==> config.mk <==
export PLATFORM = sky130hd
export DESIGN_NAME = decimal_string_to_u64_unit
export DESIGN_NICKNAME = d
export VERILOG_FILES = /design/src/dsu_pkg.sv /design/src/dsu_in_reg.sv /design/src/dsu_parse_core.sv /design/src/dsu_out_reg.sv /design/src/decimal_string_to_u64_unit.sv
export SDC_FILE = /design/constraint.sdc
export NUM_CORES = 1
export LEC_CHECK = 0
export BUFFER_PORTS_ARGS = -buffer_cell sky130_fd_sc_hd__buf_4
export CAP_MARGIN = 20
export CORE_AREA = 5 5 140 176
export CTS_CLUSTER_DIAMETER = 50
export DETAILED_ROUTE_END_ITERATION = 16
export DIE_AREA = 0 0 145 181
export GPL_TIMING_DRIVEN = 0
export PLACE_DENSITY = 0.69
export SYNTH_ARGS = -nofsm -noshare
export SYNTH_HDL_FRONTEND = slang
export SYNTH_SLANG_ARGS = --single-unit
==> constraint.sdc <==
create_clock -name clk -period 19.5 [get_ports clk]
set_input_delay 0.975 -clock clk [delete_from_list [all_inputs] [get_ports clk]]
set_output_delay 0.975 -clock clk [all_outputs]
set_load 0.005 [all_outputs]
==> src/dsu_pkg.sv <==
// Shared types and constants for the streaming unsigned decimal parser.
// No dependencies; every other file of the block refers to this package.
`timescale 1ns / 1ps

package dsu_pkg;

  localparam int unsigned CHAR_W  = 8;
  localparam int unsigned VALUE_W = 64;
  localparam int unsigned POS_W   = 16;

  // Longest string offset tracked; the position stops counting here.
  localparam longint unsigned MAX_LEN = 64'd65535;
  localparam logic [POS_W-1:0] POS_LIMIT =
    (MAX_LEN > 64'd65535) ? 16'hFFFF : POS_W'(MAX_LEN);

  // Character codes
  localparam logic [CHAR_W-1:0] CH_NUL   = 8'h00;
  localparam logic [CHAR_W-1:0] CH_SPACE = 8'h20;
  localparam logic [CHAR_W-1:0] CH_PLUS  = 8'h2B;
  localparam logic [CHAR_W-1:0] CH_MINUS = 8'h2D;
  localparam logic [CHAR_W-1:0] CH_ZERO  = 8'h30;
  localparam logic [CHAR_W-1:0] CH_NINE  = 8'h39;

  typedef struct packed {
    logic [VALUE_W-1:0] value;
    logic [POS_W-1:0]   end_pos;
    logic               overflow;
  } result_t;

endpackage

==> src/dsu_in_reg.sv <==
// Input register for one string byte with valid/ready handshake.
// Depends on dsu_pkg for the byte width.
`timescale 1ns / 1ps

module dsu_in_reg (
  input  logic                       clk,
  input  logic                       rst_n,
  input  logic                       in_valid,
  output logic                       in_ready,
  input  logic [dsu_pkg::CHAR_W-1:0] in_char_code,
  input  logic                       take,
  output logic                       byte_valid,
  output logic [dsu_pkg::CHAR_W-1:0] byte_code
);

  logic                       valid_r;
  logic                       valid_nxt;
  logic [dsu_pkg::CHAR_W-1:0] char_r;

  // Accept a new byte whenever the held one is empty or leaves this cycle.
  assign in_ready = !valid_r || take;

  always_comb begin
    valid_nxt = valid_r;
    if (in_valid && in_ready) begin
      valid_nxt = 1'b1;
    end else if (take) begin
      valid_nxt = 1'b0;
    end
  end

  always_ff @(posedge clk) begin
    if (!rst_n) begin
      valid_r <= 1'b0;
    end else begin
      valid_r <= valid_nxt;
    end
  end

  always_ff @(posedge clk) begin
    if (in_valid && in_ready) begin
      char_r <= in_char_code;
    end
  end

  assign byte_valid = valid_r;
  assign byte_code  = char_r;

endmodule

==> src/dsu_parse_core.sv <==
// Parse state (phase, accumulator, position) and the per-byte decision logic.
// Depends on dsu_pkg for widths, character codes and the result struct.
`timescale 1ns / 1ps

module dsu_parse_core (
  input  logic                       clk,
  input  logic                       rst_n,
  input  logic                       step,
  input  logic [dsu_pkg::CHAR_W-1:0] byte_code,
  output logic                       emit,
  output dsu_pkg::result_t           result
);

  localparam logic [1:0] PH_PREFIX  = 2'd0;
  localparam logic [1:0] PH_PLUS    = 2'd1;
  localparam logic [1:0] PH_DIGITS  = 2'd2;
  localparam logic [1:0] PH_SWALLOW = 2'd3;

  localparam int unsigned WIDE_W = dsu_pkg::VALUE_W + 4;

  logic [1:0]                  phase_r;
  logic [1:0]                  phase_nxt;
  logic [dsu_pkg::VALUE_W-1:0] acc_r;
  logic [dsu_pkg::VALUE_W-1:0] acc_nxt;
  logic [dsu_pkg::POS_W-1:0]   pos_r;
  logic [dsu_pkg::POS_W-1:0]   pos_nxt;

  logic                        is_nul;
  logic                        is_digit;
  logic [WIDE_W-1:0]           acc_x10;
  logic                        mul_ovf;
  logic [dsu_pkg::POS_W-1:0]   pos_adv;

  assign is_nul   = (byte_code == dsu_pkg::CH_NUL);
  assign is_digit = (byte_code >= dsu_pkg::CH_ZERO) && (byte_code <= dsu_pkg::CH_NINE);

  // acc * 10 + digit as (acc << 3) + (acc << 1) + digit; any carry above 64 bits overflows.
  assign acc_x10 = {1'b0, acc_r, 3'b000} + {3'b000, acc_r, 1'b0}
                 + {{(WIDE_W-4){1'b0}}, byte_code[3:0]};
  assign mul_ovf = |acc_x10[WIDE_W-1:dsu_pkg::VALUE_W];

  assign pos_adv = (pos_r < dsu_pkg::POS_LIMIT) ?
                   pos_r + {{(dsu_pkg::POS_W-1){1'b0}}, 1'b1} : pos_r;

  always_comb begin
    phase_nxt      = phase_r;
    acc_nxt        = acc_r;
    pos_nxt        = pos_r;
    emit           = 1'b0;
    result         = '0;

    case (phase_r)
      PH_PREFIX, PH_PLUS, PH_DIGITS: begin
        if (is_digit && (phase_r != PH_PLUS || is_digit)) begin
          if (mul_ovf) begin
            emit            = 1'b1;
            result.value    = '1;
            result.end_pos  = pos_r;
            result.overflow = 1'b1;
          end else begin
            acc_nxt   = acc_x10[dsu_pkg::VALUE_W-1:0];
            pos_nxt   = pos_adv;
            phase_nxt = PH_DIGITS;
          end
        end else if (phase_r == PH_DIGITS) begin
          emit           = 1'b1;
          result.value   = acc_r;
          result.end_pos = pos_r;
        end else if (phase_r == PH_PLUS) begin
          emit = 1'b1;
        end else if (is_nul || byte_code == dsu_pkg::CH_MINUS) begin
          emit           = 1'b1;
          result.end_pos = pos_r;
        end else if (byte_code == dsu_pkg::CH_SPACE) begin
          pos_nxt = pos_adv;
        end else if (byte_code == dsu_pkg::CH_PLUS) begin
          pos_nxt   = pos_adv;
          phase_nxt = PH_PLUS;
        end else begin
          emit = 1'b1;
        end
      end
      PH_SWALLOW: begin
        if (is_nul) begin
          phase_nxt = PH_PREFIX;
          acc_nxt   = '0;
          pos_nxt   = '0;
        end
      end
      default: begin
        phase_nxt = PH_PREFIX;
      end
    endcase

    // A decided string either ends here or swallows its tail.
    if (emit) begin
      if (is_nul) begin
        phase_nxt = PH_PREFIX;
        acc_nxt   = '0;
        pos_nxt   = '0;
      end else begin
        phase_nxt = PH_SWALLOW;
      end
    end
  end

  always_ff @(posedge clk) begin
    if (!rst_n) begin
      phase_r <= PH_PREFIX;
      acc_r   <= '0;
      pos_r   <= '0;
    end else if (step) begin
      phase_r <= phase_nxt;
      acc_r   <= acc_nxt;
      pos_r   <= pos_nxt;
    end
  end

endmodule

==> src/dsu_out_reg.sv <==
// Result register with valid/ready handshake toward the consumer.
// Depends on dsu_pkg for the result struct.
`timescale 1ns / 1ps

module dsu_out_reg (
  input  logic             clk,
  input  logic             rst_n,
  input  logic             load,
  input  dsu_pkg::result_t load_data,
  output logic             out_valid,
  input  logic             out_ready,
  output dsu_pkg::result_t out_data
);

  logic             valid_r;
  logic             valid_nxt;
  dsu_pkg::result_t data_r;

  always_comb begin
    valid_nxt = valid_r;
    if (load) begin
      valid_nxt = 1'b1;
    end else if (out_ready) begin
      valid_nxt = 1'b0;
    end
  end

  always_ff @(posedge clk) begin
    if (!rst_n) begin
      valid_r <= 1'b0;
    end else begin
      valid_r <= valid_nxt;
    end
  end

  always_ff @(posedge clk) begin
    if (load) begin
      data_r <= load_data;
    end
  end

  assign out_valid = valid_r;
  assign out_data  = data_r;

endmodule

==> src/decimal_string_to_u64_unit.sv <==
// Streaming unsigned decimal parser: one string byte per item, 64-bit result.
// A deciding byte's result reaches the out_ ports through the input register, then the
// result register. Throughput: 1 item per cycle while the result register is empty or
// being drained, set by the combinational multiply-by-ten and add.
// Reset: synchronous active-low rst_n empties both registers and returns the
// parser to the start of a string (position 0, accumulator 0).
// Depends on dsu_pkg, dsu_in_reg, dsu_parse_core and dsu_out_reg.
`timescale 1ns / 1ps

module decimal_string_to_u64_unit (
  input  logic                        clk,
  input  logic                        rst_n,
  input  logic                        in_valid,
  output logic                        in_ready,
  input  logic [dsu_pkg::CHAR_W-1:0]  in_char_code,
  output logic                        out_valid,
  input  logic                        out_ready,
  output logic [dsu_pkg::VALUE_W-1:0] out_value,
  output logic [dsu_pkg::POS_W-1:0]   out_end_pos,
  output logic                        out_overflow_flag
);

  logic                       byte_valid;
  logic [dsu_pkg::CHAR_W-1:0] byte_code;
  logic                       step;
  logic                       emit;
  dsu_pkg::result_t           core_result;
  dsu_pkg::result_t           out_data;

  // Advance the parser on the held byte only when the result register can
  // take whatever it decides: empty, or being drained this same cycle.
  assign step = byte_valid && (!out_valid || out_ready);

  dsu_in_reg u_in_reg (
    .clk          (clk),
    .rst_n        (rst_n),
    .in_valid     (in_valid),
    .in_ready     (in_ready),
    .in_char_code (in_char_code),
    .take         (step),
    .byte_valid   (byte_valid),
    .byte_code    (byte_code)
  );

  // Phase, accumulator and position live here; a byte either updates them
  // silently or decides the string and produces one result.
  dsu_parse_core u_core (
    .clk       (clk),
    .rst_n     (rst_n),
    .step      (step),
    .byte_code (byte_code),
    .emit      (emit),
    .result    (core_result)
  );

  // Hold the result until the consumer takes it.
  dsu_out_reg u_out_reg (
    .clk       (clk),
    .rst_n     (rst_n),
    .load      (step && emit),
    .load_data (core_result),
    .out_valid (out_valid),
    .out_ready (out_ready),
    .out_data  (out_data)
  );

  assign out_value         = out_data.value;
  assign out_end_pos       = out_data.end_pos;
  assign out_overflow_flag = out_data.overflow;

`ifndef SYNTHESIS
  // Overflow always saturates the value.
  a_ovf_saturates: assert property (@(posedge clk) disable iff (!rst_n)
    out_valid && out_overflow_flag |-> (&out_value))
    else $error("overflow result without all-ones value");

  // Overflow needs at least twenty digits, so the stop offset is at least 19.
  a_ovf_position: assert property (@(posedge clk) disable iff (!rst_n)
    out_valid && out_overflow_flag |-> out_end_pos >= 16'd19)
    else $error("overflow reported too early in the string");

  // A nonzero value needs at least one consumed digit before the stop offset.
  a_value_needs_digits: assert property (@(posedge clk) disable iff (!rst_n)
    out_valid && (out_value != '0) |-> out_end_pos != '0)
    else $error("nonzero value at string offset zero");

  // No result appears unless the parser stepped on a byte in the cycle before.
  a_result_from_step: assert property (@(posedge clk) disable iff (!rst_n)
    $rose(out_valid) |-> $past(step))
    else $error("result appeared without a parser step");
`endif

endmodule

* Word level (Yosys, flattened, before mapping)
Index checks and enable logic that the tools add are counted.
** Storage, ports and cells
- Logic and storage cells :: 95
- Bits of input ports :: 12
- Flip-flop bits (word level) :: 173
** Operators by class
- Multiplexer cells :: 47
- Reductions and logical operators :: 19
- Equality and inequality tests :: 14
- Add/sub/neg operators :: 3
- Magnitude comparators :: 3
** Operators with widths (number)
- $mux W64 :: 6
- $mux W16 :: 14
- $pmux W64 S2 :: 1
- $mux W81 :: 1
- $mux W80 :: 1
- $add A67 B65 Y68 :: 1
- $add A68 B4 Y68 :: 1
- $pmux W16 S2 :: 1
- $eq A8 B6 Y1 const B :: 3
- $mux W2 :: 10
- $add A16 B1 Y16 const B :: 1
- $lt A16 B16 Y1 const B :: 1
- $ne A4 B3 Y1 const B :: 4
- $mux W1 :: 12
- $ge A8 B6 Y1 const B :: 1
- $le A8 B6 Y1 const B :: 1
- $logic_not A8 Y1 :: 1
- $reduce_and A8 Y1 :: 1
- $logic_and A1 B1 Y1 :: 5
- $eq A2 B2 Y1 const B :: 2
- $logic_or A1 B1 Y1 :: 4
- $ne A4 B2 Y1 const B :: 1
- $ne A4 B4 Y1 const B :: 1
- $pmux W2 S2 :: 1
- other kinds (9) :: 11

* Logic depth before layout (Yosys ltp)
Gate-level depths: netlist of the first run.
- Depth after elaboration :: 11
- Gate-level depth with buffers :: 17
- Gate-level depth less buffers :: 15

* Modules after synthesis
From an unflattened synthesis of the first run, not the netlist that was laid out.
** Second synthesis, totals
- Cells, all modules :: 1365
- Area, all modules :: 11888.9 um^2
** Modules (own cells, without submodules)
- dsu_parse_core :: cells an instance 1265, sequential area each 1641.6 um^2, instances 1, area an instance 9098.7 um^2
- dsu_out_reg :: cells an instance 84, sequential area each 2452.4 um^2, instances 1, area an instance 2473.6 um^2
- dsu_in_reg :: cells an instance 13, sequential area each 260.2 um^2, instances 1, area an instance 297.8 um^2
- decimal_string_to_u64_unit :: cells an instance 3, sequential area each 0.0 um^2, instances 1, area an instance 18.8 um^2

* Worst setup path after synthesis of the first run
OpenSTA, ideal clock, no wires.
- Path type :: reg2reg
- Start :: register u_in_reg.char_r, in the netlist u_in_reg.byte_code[3]
- End :: register u_out_reg.data_r, in the netlist u_out_reg.out_data[0] (enable)
- Slack :: 12148 ps
- Period minus slack after synthesis :: 7352 ps
- Required time :: 18979 ps
- Arrival :: 6831 ps
- Stages on the path, launching flop included :: 16
- Path through :: edfxtp_1 > inv_1 > fa_1 > inv_1 > fa_1 > a21oi_1 > nand3b_1 > a21oi_1 > o31ai_2 > a211oi_1 > or3_1 > a41oi_2 > a2111oi_4 > or2_2 > clkbuf_1 > nor2_1
** Between the ends
- Longest elaborated chain between the ends :: 9
- Elaborated cells on any way between the ends :: 21
- Those cells by class :: 1 x add/sub; 2 x order compare; 3 x eq/ne; 8 x mux; 7 x reduce/logical
** RTL lines
- start: declaration :: RTL line dsu_in_reg.sv:18 : logic [dsu_pkg::CHAR_W-1:0] char_r;
- start signal: assignment :: RTL line dsu_in_reg.sv:42 : char_r <= in_char_code;
- branches (longest 6 deep; another with $add A68 B4 Y68)
- $mux W1 * :: RTL line dsu_parse_core.sv:54 : if (is_digit && (phase_r != PH_PLUS || is_digit)) begin
- $mux W1 * :: RTL line dsu_parse_core.sv:52 : case (phase_r)
- $logic_and A1 B1 Y1 * :: RTL line decimal_string_to_u64_unit.sv:60 : .load (step && emit),
- net u_out_reg.load :: RTL line dsu_out_reg.sv:8 : input logic load,
- end signal: assignment :: RTL line dsu_out_reg.sv:38 : data_r <= load_data;
- end: declaration :: RTL line dsu_out_reg.sv:17 : dsu_pkg::result_t data_r;
Mark *: on every way through the listed nets, which the timed path passes.
A chain may end at the register's enable or synchronous reset.

* Worst setup path after layout of the first run
- Start :: register u_core.acc_r[23] (netlist bit)
- End :: register u_out_reg.data_r, in the netlist u_out_reg.out_data[49] (enable)
** Between the ends
- Longest elaborated chain between the ends :: 7
** RTL lines
- start: declaration :: RTL line dsu_parse_core.sv:23 : logic [dsu_pkg::VALUE_W-1:0] acc_r;
- start signal: assignment :: RTL line dsu_parse_core.sv:114 : acc_r <= acc_nxt;
- $add A67 B65 Y68 :: RTL line dsu_parse_core.sv:38 : assign acc_x10 = {1'b0, acc_r, 3'b000} + {3'b000, acc_r, 1'b0}
- $add A68 B4 Y68 :: RTL line dsu_parse_core.sv:39 : + {{(WIDE_W-4){1'b0}}, byte_code[3:0]};
- $reduce_or A4 Y1 :: RTL line dsu_parse_core.sv:40 : assign mul_ovf = |acc_x10[WIDE_W-1:dsu_pkg::VALUE_W];
- $mux W1 :: RTL line dsu_parse_core.sv:55 : if (mul_ovf) begin
- $mux W1 :: RTL line dsu_parse_core.sv:54
- $mux W1 :: RTL line dsu_parse_core.sv:52
- $logic_and A1 B1 Y1 :: RTL line decimal_string_to_u64_unit.sv:60
- net u_out_reg.load :: RTL line dsu_out_reg.sv:8
The timed path passes the listed nets, and every way through them passes these cells.

==> impl_metrics.csv, run 1 <==
group,metric,value,unit
timing,setup_tns,0,ns
yosys,ys.flop_type,"edfxtp_1",
clock_network,postCtsHoldBufs,0,
routing,remaining_drc_errors,0,
power_and_ir_drop,power-per-cell-area,61.3,mW/mm^2
place,dp_cells,1630,
routing,first_pass_iters,5,
yosys,ys_warn_count,0,
setup_path,start_kind,"flop",
place,io_buffer_count,94,
setup_path,crit_path_end_kind,"flop",
layout,multiInputGateArea,0.00663,mm^2
die,ios,95,
timing,worstMarginPinSlew,0.858,ns
die,die_area,0.0262,mm^2
worst_hold_path,min_path_type,"reg -> reg",
timing,timing.hold.ws,0.487,ns
die,fp-row-count,62,
clock_network,cts_setup_buffers,0,
clock_network,cts_buffer_depth,2,
global_routing,grt_pass1_vias,9661,
timing,hold_viol_final,0,
yosys,postSynth.asyncResetShare,0,%
timing,skew,0.0158,ns
clock_network,path_clk_slew,0.07,ns
routing,wl_per_cell,17.1,um
setup_path,crit_type,"reg -> reg",
global_routing,grt-ovfl-total,0,
run_status,outcome,"finished, final reports clean",
clock_network,ctsResizeCount,0,
routing,via_per_inst,5.81,
setup_path,cp_data_arrival_time,5.52,ns
power_and_ir_drop,power,806,uW
timing,finalSetupViolCount,0,
yosys,syn_nets,1388,
yosys,synth.distinct_cells,76,
clock_network,cts_buffers,17,
timing,fin_crit_sh,27.6,%
place,placed_cell_area,0.0125,mm^2
layout,final_area,0.0132,mm^2
setup_path,crit_fanout,36,
clock_network,clock_sinks,173,
power_and_ir_drop,p_leak,6.10,nW
setup_path,slowest_delay,0.56,ns
layout,fin_cells,1662,
layout,antenna_cells,0,
layout,nets,1503,
global_routing,grt_max_degree,37,
setup_path,required,19.63,ns
clock_network,cts-root-buf,"clkbuf_16",
global_routing,antenna_found_initial,0,
timing,rsz0062_at_grt,"no",
yosys,synth-seq-cells,173,
routing,routed_wl,28.4,mm
die,initial_core_util,50.2,%
yosys,syn_inst,1246,
place,gp_congestion,0.899,
power_and_ir_drop,peakVddDrop,60.5,uV
yosys,syn-cell-area,0.0114,mm^2
timing,final-max-slew-violation-count,0,
setup_path,slowest_stage,"nor2_4",
clock_network,cts_tree,"yes",
clock_network,clock_latency,0.45,ns
die,core,0.0227,mm^2
place,hpwl,21.8,mm
timing,period_minus_slack,5.39,ns
layout,register_area,0.00435,mm^2
yosys,synth_area_per_cell,9.15,um^2
timing,relSlewSlack,42.8,%
layout,drive_gt1_share,12.7,%
place,place_ws,14.11,ns
die,die_h,181,um
layout,synthToLayoutAreaGrowth,15.3,%
layout,fin_util,57.9,%
routing,vias,9663,
global_routing,grt_pass1_wl,47.6,mm
routing,drt_iter0_drc,626,
run,maxCapViolations,0,
clock_network,htreeDepth,4,
routing,ant_nets,0,
yosys,ys_seq_area_share,38.2,%
yosys,synth-edff-count,89,
timing,fmax,186,MHz
layout,num-fill-cells,2076,
setup_path,crit_chain,"ha_1 -> ha_1 -> clkbuf_1 -> nand4_1 -> nor3_1 -> nand3_1 -> nor4_1 -> nor2_1 -> o311a_1 -> o22ai_1 -> a2111oi_4 -> or2_2 -> clkbuf_1 -> nor2_4 -> buf_12",
global_routing,track_usage,21.5,%
die,die_w,145,um
timing,timing.final.ws_setup,14.11,ns
## synth_stat cells, types with 28 or more instances
master    number  area share [%]
xnor2_1       31             2.4
dfxtp_1       84              15
nor2_1        55             1.8
inv_1         28            0.92
edfxtp_1      89              23
ha_1         128              14
nand2_1      207             6.8
a21oi_1       90             3.9
clkbuf_1      42             1.4
nand4_1       36             2.0
nor3_1        28             1.2
xor2_1        28             2.2
a22o_1        64             4.9
o21ai_0       59             2.6
## cells by family after synthesis
| kind of cell | after synthesis | share of synthesized area, % |
|---|---|---|
| AND/OR/NAND/NOR | 430 | 17.7 |
| multiplexers | 2 | 0.176 |
| adder cells (fa/ha/maj) | 130 | 14.4 |
| flip-flops | 173 | 38.2 |
| XOR/XNOR | 59 | 4.53 |
| AO/OA/AOI/OAI | 350 | 21.2 |
| buffers and inverters | 102 | 3.75 |
## power by group
part	internal [mW]	total, mW	switching (mW)
logic	0.0164	0.0395	0.0231
registers	0.392	0.396	0.00381
clock network	0.218	0.371	0.153
total	0.626	0.806	0.180
## placed cells by master, fill, tap and decap left out, types with 4 or more instances in the layout
master,instances
o211ai_1,8
o21a_1,10
or2_2,4
nor2b_1,8
o21bai_1,13
clkbuf_16,17
a211oi_1,13
nor2_1,54
and3_1,11
dfxtp_1,84
xor2_1,28
nand4_1,36
a31oi_1,18
a22o_1,64
clkbuf_1,44
or3_1,8
nor3_1,28
bufinv_16,4
inv_6,4
buf_4,94
o21ai_0,59
edfxtp_1,89
and4_1,6
nand3_1,20
and2_1,24
xnor2_1,31
a21oi_1,90
nand2_1,207
inv_1,28
buf_2,27
nor4_1,5
ha_1,128
a21o_1,23
nand2b_1,6
## path summary, 6_finish.rpt
kind	start	end	slack (ns)	depth (start not counted)
setup / recovery	u_core.acc_r[23]	u_out_reg.out_data[49]	14.11	15
setup reg to reg	u_core.acc_r[23]	u_out_reg.out_data[49]	14.11	15
hold reg to reg	u_core.pos_r[9]	u_core.pos_r[9]	0.49	1
hold / removal	u_core.pos_r[9]	u_core.pos_r[9]	0.49	1
## metal layers
layer / vias up / part of all wire, % / GRT usage, %
li1: 4867 / - / -
met1: 4563 / 45 / 26.9
met2: 196 / 50 / 37.5
met3: 37 / 3.8 / 3.81
met4: 0 / 2.0 / 6.90
met5: - / 0 / 0
## state kept, by name (all words and copies together) (netlist names)
signal	cells
u_core.pos_r	16
u_core.phase_r	2
u_out_reg.out_valid	1
u_out_reg.out_data	81
u_in_reg.byte_code	8
u_in_reg.byte_valid	1
u_core.acc_r	64
## layout make-up
| cell class | count | area share (%) |
|---|---|---|
| Multi-Input combinational cell | 971 | 50.4 |
| Clock inverter | 13 | 1.53 |
| Inverter | 28 | 0.799 |
| Buffer | 74 | 2.45 |
| Sequential cell | 173 | 33.1 |
| Tap cell | 288 | 2.74 |
| Timing Repair Buffer | 96 | 5.67 |
| Clock buffer | 19 | 3.29 |
## worst max-delay path: cells and delay by family, from the launching register on
family,cells,cell delay (ns)
flip-flops,1,0.41
AND/OR/NAND/NOR,7,2.47
AO/OA/AOI/OAI,3,0.79
adder cells (fa/ha/maj),2,0.55
buffers and inverters,3,0.82
Note: power is estimated with default switching activity, not from simulation.
==> inputs of run 2 (changes only) <==
PLACE_DENSITY = 0.72   (was 0.69)
clock period = 4.85 ns   (was 19.5 ns; I/O delays follow)
==> run 2 against run 1 <==
Net effect: sequential share of layout area shrank 0.41 points; critical endpoint is now u_core.acc_r[32]; total power grew to 3.8 times the previous value; critical path depth grew 2; via count grew 1.8%; register-to-register slack lost 14 ns; wire length grew 1.9%; worst setup slack lost 14 ns; sequential cell count is the same.
==> impl_metrics.csv, run 2 (synthesis results as in run 1) <==
group,metric,value,unit
global_routing,track_usage,21.7,%
routing,remaining_drc_errors,0,
layout,synthToLayoutAreaGrowth,16.8,%
global_routing,grt-ovfl-total,0,
routing,wl_per_cell,17.2,um
timing,hold_viol_final,0,
timing,relSlewSlack,40.0,%
timing,fmax,217,MHz
routing,vias,9835,
timing,worstMarginPinSlew,0.900,ns
power_and_ir_drop,p_leak,6.18,nW
layout,largest_register_ffs,81,
place,io_buffer_count,94,
timing,skew,0.0114,ns
layout,antenna_cells,0,
clock_network,path_clk_slew,0.07,ns
clock_network,cts_buffer_depth,2,
die,initial_core_util,50.2,%
timing,final-max-slew-violation-count,0,
clock_network,cts_tree,"yes",
setup_path,crit_path_end_kind,"flop",
layout,most-common-layout-cells,"nand2_1, ha_1, buf_4, a21oi_1, edfxtp_1",
die,ios,95,
die,die_area,0.0262,mm^2
global_routing,grt_pass1_wl,48.1,mm
clock_network,clock_latency,0.45,ns
setup_path,crit_type,"reg -> reg",
die,core,0.0227,mm^2
run_status,outcome,"finished, final reports clean",
layout,final_common_cell,"nand2_1",
worst_hold_path,min_path_type,"in -> reg",
clock_network,cts-root-buf,"clkbuf_16",
clock_network,cts_buffers,17,
place,place_ws,-0.296,ns
place,gp_congestion,0.893,
routing,ant_nets,0,
global_routing,antenna_found_initial,0,
power_and_ir_drop,power-per-cell-area,232,mW/mm^2
place,hpwl,21.7,mm
routing,drt_iter0_drc,644,
clock_network,clock_sinks,173,
setup_path,required,5.19,ns
timing,fin_crit_sh,95.2,%
routing,via_per_inst,5.85,
die,die_w,145,um
layout,fin_util,58.6,%
routing,routed_wl,28.9,mm
timing,period_minus_slack,4.62,ns
global_routing,grt_max_degree,38,
clock_network,htreeDepth,4,
layout,nets,1523,
global_routing,grt_pass1_vias,9811,
setup_path,crit_fanout,10,
timing,timing.hold.ws,0.0384,ns
timing,timing.final.ws_setup,0.234,ns
die,fp-row-count,62,
run,maxCapViolations,0,
routing,first_pass_iters,5,
power_and_ir_drop,peakVddDrop,245,uV
setup_path,cp_data_arrival_time,4.95,ns
layout,drive_gt1_share,14.5,%
power_and_ir_drop,power,3.09,mW
timing,finalSetupViolCount,0,
setup_path,start_kind,"flop",
die,die_h,181,um
run 2: changes by cell type in the layout (fill, tap and decap cells not counted), sizes merged:
cell / delta
inv: -1
nor2: +1
clkbuf: -1
clkinv: +6
dlygate4sd3: +8
buf: +10
bufinv: -3
run 2: critical path, stage by stage (launching register included):
cell	delay, ns
edfxtp_1	0.42
inv_1	0.09
fa_1	0.54
inv_1	0.07
ha_1	0.32
a211oi_1	0.29
o21bai_2	0.14
a311oi_4	0.39
nor4_2	0.11
nor2_2	0.23
o311a_1	0.20
o22ai_2	0.12
a2111oi_4	0.47
a21oi_1	0.13
o21a_1	0.22
buf_2	0.24
clkbuf_4	0.26
a22o_1	0.25
run 2: stage by stage:
step                      instances  TNS (ns)  area [um^2]
final                          1682         0        13300
after global routing           1682  -0.00688        13300
after CTS                      1671         0        13200
after detailed placement       1630    -26.87        12500
after global placement         1628   -111.44        12500
after floorplan                1246         0        11400
run 2: worst paths after layout:
kind / startpoint / endpoint / slack [ns] / depth (start not counted)
max: u_in_reg.byte_code[3] / u_core.acc_r[32] / 0.23 / 17
min: in_valid / u_in_reg.byte_valid / 0.04 / 3
max reg2reg: u_in_reg.byte_code[3] / u_core.acc_r[32] / 0.23 / 17
min reg2reg: u_core.pos_r[9] / u_core.pos_r[9] / 0.48 / 1
run 2: layout make-up:
cell class	instances	area, um^2
plain buffers	74	334
clock buffers	17	425
clock inverters	15	138
fillers	1982	9410
inverters	28	105
multi-input cells	972	6690
flip-flops and latches	173	4350
well taps	288	360
repair buffers	115	908
run 2: what timing repair did:
item,in CTS,in global routing
pin swaps,1,6
setup endpoints to repair,192,199
hold endpoints to repair,8,0
cloned,1,0
buffers inserted,0,11
resized for setup,4,12
hold buffers,8,0
run 2: power by group:
part	internal (mW)	leakage, nW	switching (mW)
sequential	1.57	1.49	0.0151
clock	0.714	0.273	0.616
combinational	0.0738	4.42	0.0967
total	2.36	6.18	0.727
run 2: routing by layer:
| metal | part of all wire (%) | up-vias | GRT usage [%] |
|---|---|---|---|
| met2 | 50 | 255 | 38.8 |
| li1 | - | 4894 | - |
| met1 | 44 | 4644 | 26.9 |
| met4 | 1.8 | 0 | 6.37 |
| met5 | 0 | - | 0 |
| met3 | 4.4 | 42 | 3.51 |
==> inputs of run 3 (changes only) <==
CAP_MARGIN = unset   (was 20)
CELL_PAD_IN_SITES_DETAIL_PLACEMENT = 0   (was unset)
CELL_PAD_IN_SITES_GLOBAL_PLACEMENT = 1   (was unset)
CORE_AREA = 5 5 152 191   (was 5 5 140 176)
DIE_AREA = 0 0 157 196   (was 0 0 145 181)
PLACE_DENSITY = unset   (was 0.72)
PLACE_DENSITY_LB_ADDON = 0.1   (was unset)
==> run 3 against run 2 <==
Net effect: critical path depth shrank 1; clock power shrank 4%; hold slack gained 0.0055 ns; sequential power is essentially flat; design area grew 0.22%; maximum frequency shrank 0.65%; critical path type unchanged; global-route usage shrank 1.6 points; total power shrank 1.5%.
==> impl_metrics.csv, run 3 (synthesis results as in run 1) <==
group,metric,value,unit
timing,rsz0062_at_grt,"no",
routing,remaining_drc_errors,0,
setup_path,slowest_delay,0.40,ns
die,core,0.0271,mm^2
clock_network,clock_sinks,173,
timing,hold_viol_final,0,
routing,drt_iter0_drc,381,
timing,finalSetupViolCount,0,
setup_path,crit_path_end_kind,"flop",
timing,timing.hold.ws,0.0439,ns
place,place_ws,-0.708,ns
global_routing,track_usage,20.1,%
clock_network,cts_buffers,17,
setup_path,required,4.98,ns
worst_hold_path,min_path_type,"in -> reg",
global_routing,grt-ovfl-total,0,
global_routing,grt_max_degree,36,
timing,relSlewSlack,50.2,%
die,die_h,196,um
routing,wl_per_cell,17.7,um
routing,ant_nets,0,
layout,nets,1512,
place,hpwl,23.9,mm
power_and_ir_drop,peakVddDrop,237,uV
clock_network,clock_latency,0.44,ns
timing,final-max-slew-violation-count,0,
clock_network,htreeDepth,4,
timing,fin_crit_sh,95.8,%
power_and_ir_drop,p_leak,6.16,nW
layout,antenna_cells,0,
worst_hold_path,hp-start,"in_valid",
global_routing,grt_pass1_wl,49.9,mm
setup_path,r2r_start,"u_core.acc_r[29]",
power_and_ir_drop,power,3.04,mW
layout,drive_gt1_share,14.2,%
place,gp_congestion,0.847,
run_status,outcome,"finished, final reports clean",
die,ios,95,
layout,most-common-layout-cells,"nand2_1, ha_1, buf_4, a21oi_1, edfxtp_1",
power_and_ir_drop,power-per-cell-area,228,mW/mm^2
routing,vias,9669,
setup_path,start_kind,"flop",
layout,largest_register_ffs,81,
setup_path,crit_chain,"ha_1 -> ha_1 -> clkbuf_1 -> nand4_1 -> nor3_2 -> nand3_1 -> nor4_4 -> nor2_4 -> o311a_1 -> o22ai_2 -> a2111oi_4 -> or2_2 -> clkbuf_4 -> nor2_4 -> buf_16 -> buf_12",
place,io_buffer_count,94,
timing,worstMarginPinSlew,0.746,ns
routing,routed_wl,30.6,mm
global_routing,antenna_found_initial,0,
layout,final_common_cell,"nand2_1",
setup_path,startpoint,"u_core.acc_r[29]",
routing,first_pass_iters,5,
setup_path,crit_type,"reg -> reg",
die,initial_core_util,42.0,%
die,fp-row-count,68,
clock_network,cts_tree,"yes",
routing,via_per_inst,5.58,
timing,period_minus_slack,4.65,ns
global_routing,grt_pass1_vias,9623,
setup_path,crit_fanout,35,
die,die_area,0.0308,mm^2
timing,skew,0.0130,ns
setup_path,cp_data_arrival_time,4.78,ns
timing,fmax,215,MHz
clock_network,cts-root-buf,"clkbuf_16",
setup_path,slowest_stage,"dfxtp_1",
die,die_w,157,um
run,maxCapViolations,0,
layout,synthToLayoutAreaGrowth,17.0,%
timing,timing.final.ws_setup,0.204,ns
clock_network,path_clk_slew,0.07,ns
clock_network,cts_buffer_depth,2,
[run 3: cell count changes in the layout (fill, tap and decap cells not counted), moves of 2 or more]
cell / before / now
clkinv_2: 2 / 4
buf_4: 105 / 96
clkbuf_2: 7 / 9
clkbuf_1: 37 / 35
clkinv_1: 2 / 0
[run 3: worst max-delay path: cells and delay by family, from the launching register on]
kind	cells	cell delay, ns
AND/OR/NAND/NOR	7	1.76
buffers and inverters	4	0.92
AO/OA/AOI/OAI	3	0.66
adder cells (fa/ha/maj)	2	0.53
flip-flops	1	0.40
[run 3: path summary, 6_finish.rpt]
kind	to	slack (ns)	cells past startpoint
worst max register to register	u_out_reg.out_data[0]	0.20	16
worst min-delay path	u_in_reg.byte_valid	0.04	3
worst max-delay path	u_out_reg.out_data[0]	0.20	16
worst min register to register	u_core.pos_r[9]	0.49	1
[run 3: what timing repair did]
item	CTS	global route
gates resized for setup	5	18
hold endpoints to repair	8	0
gates cloned	1	0
pin swaps	1	1
buffers inserted	1	1
hold buffers	8	0
endpoints found under the setup margin	194	190
[run 3: final cells by class]
type / count / area [um^2]
multi-input combinational: 972 / 6730
tap: 350 / 438
timing repair buffer: 106 / 848
inverter: 28 / 105
clock inverter: 14 / 113
clock buffer: 18 / 429
fill: 2692 / 13800
buffer: 72 / 332
sequential: 173 / 4350
[run 3: where the power goes]
| part | internal [mW] | switching, mW | leakage, nW |
|---|---|---|---|
| logic | 0.0717 | 0.0981 | 4.40 |
| clock network | 0.666 | 0.619 | 0.266 |
| registers | 1.57 | 0.0142 | 1.49 |
| total | 2.31 | 0.731 | 6.16 |
[run 3: stage by stage]
step | setup TNS [ns] | area [um^2] | util (%) | std cells
CTS | 0 | 13300 | 48.9 | 1734
floorplan | 0 | 11400 | - | 1246
global route | 0 | 13300 | 49.2 | 1733
finish | 0 | 13300 | 49.2 | 1733
global placement | -120.22 | 12600 | 46.3 | 1690
detailed placement | -56.05 | 12600 | 46.5 | 1692
[run 3: routing by layer]
layer | wire length [um] | vias to the layer above | track usage, % | share of wire (%)
met3 | 930 | 38 | 2.87 | 3.0
li1 | - | 4879 | - | -
met5 | 0 | - | 0 | 0
met2 | 16100 | 139 | 36.7 | 52
met1 | 13100 | 4613 | 24.4 | 43
met4 | 554 | 0 | 5.56 | 1.8
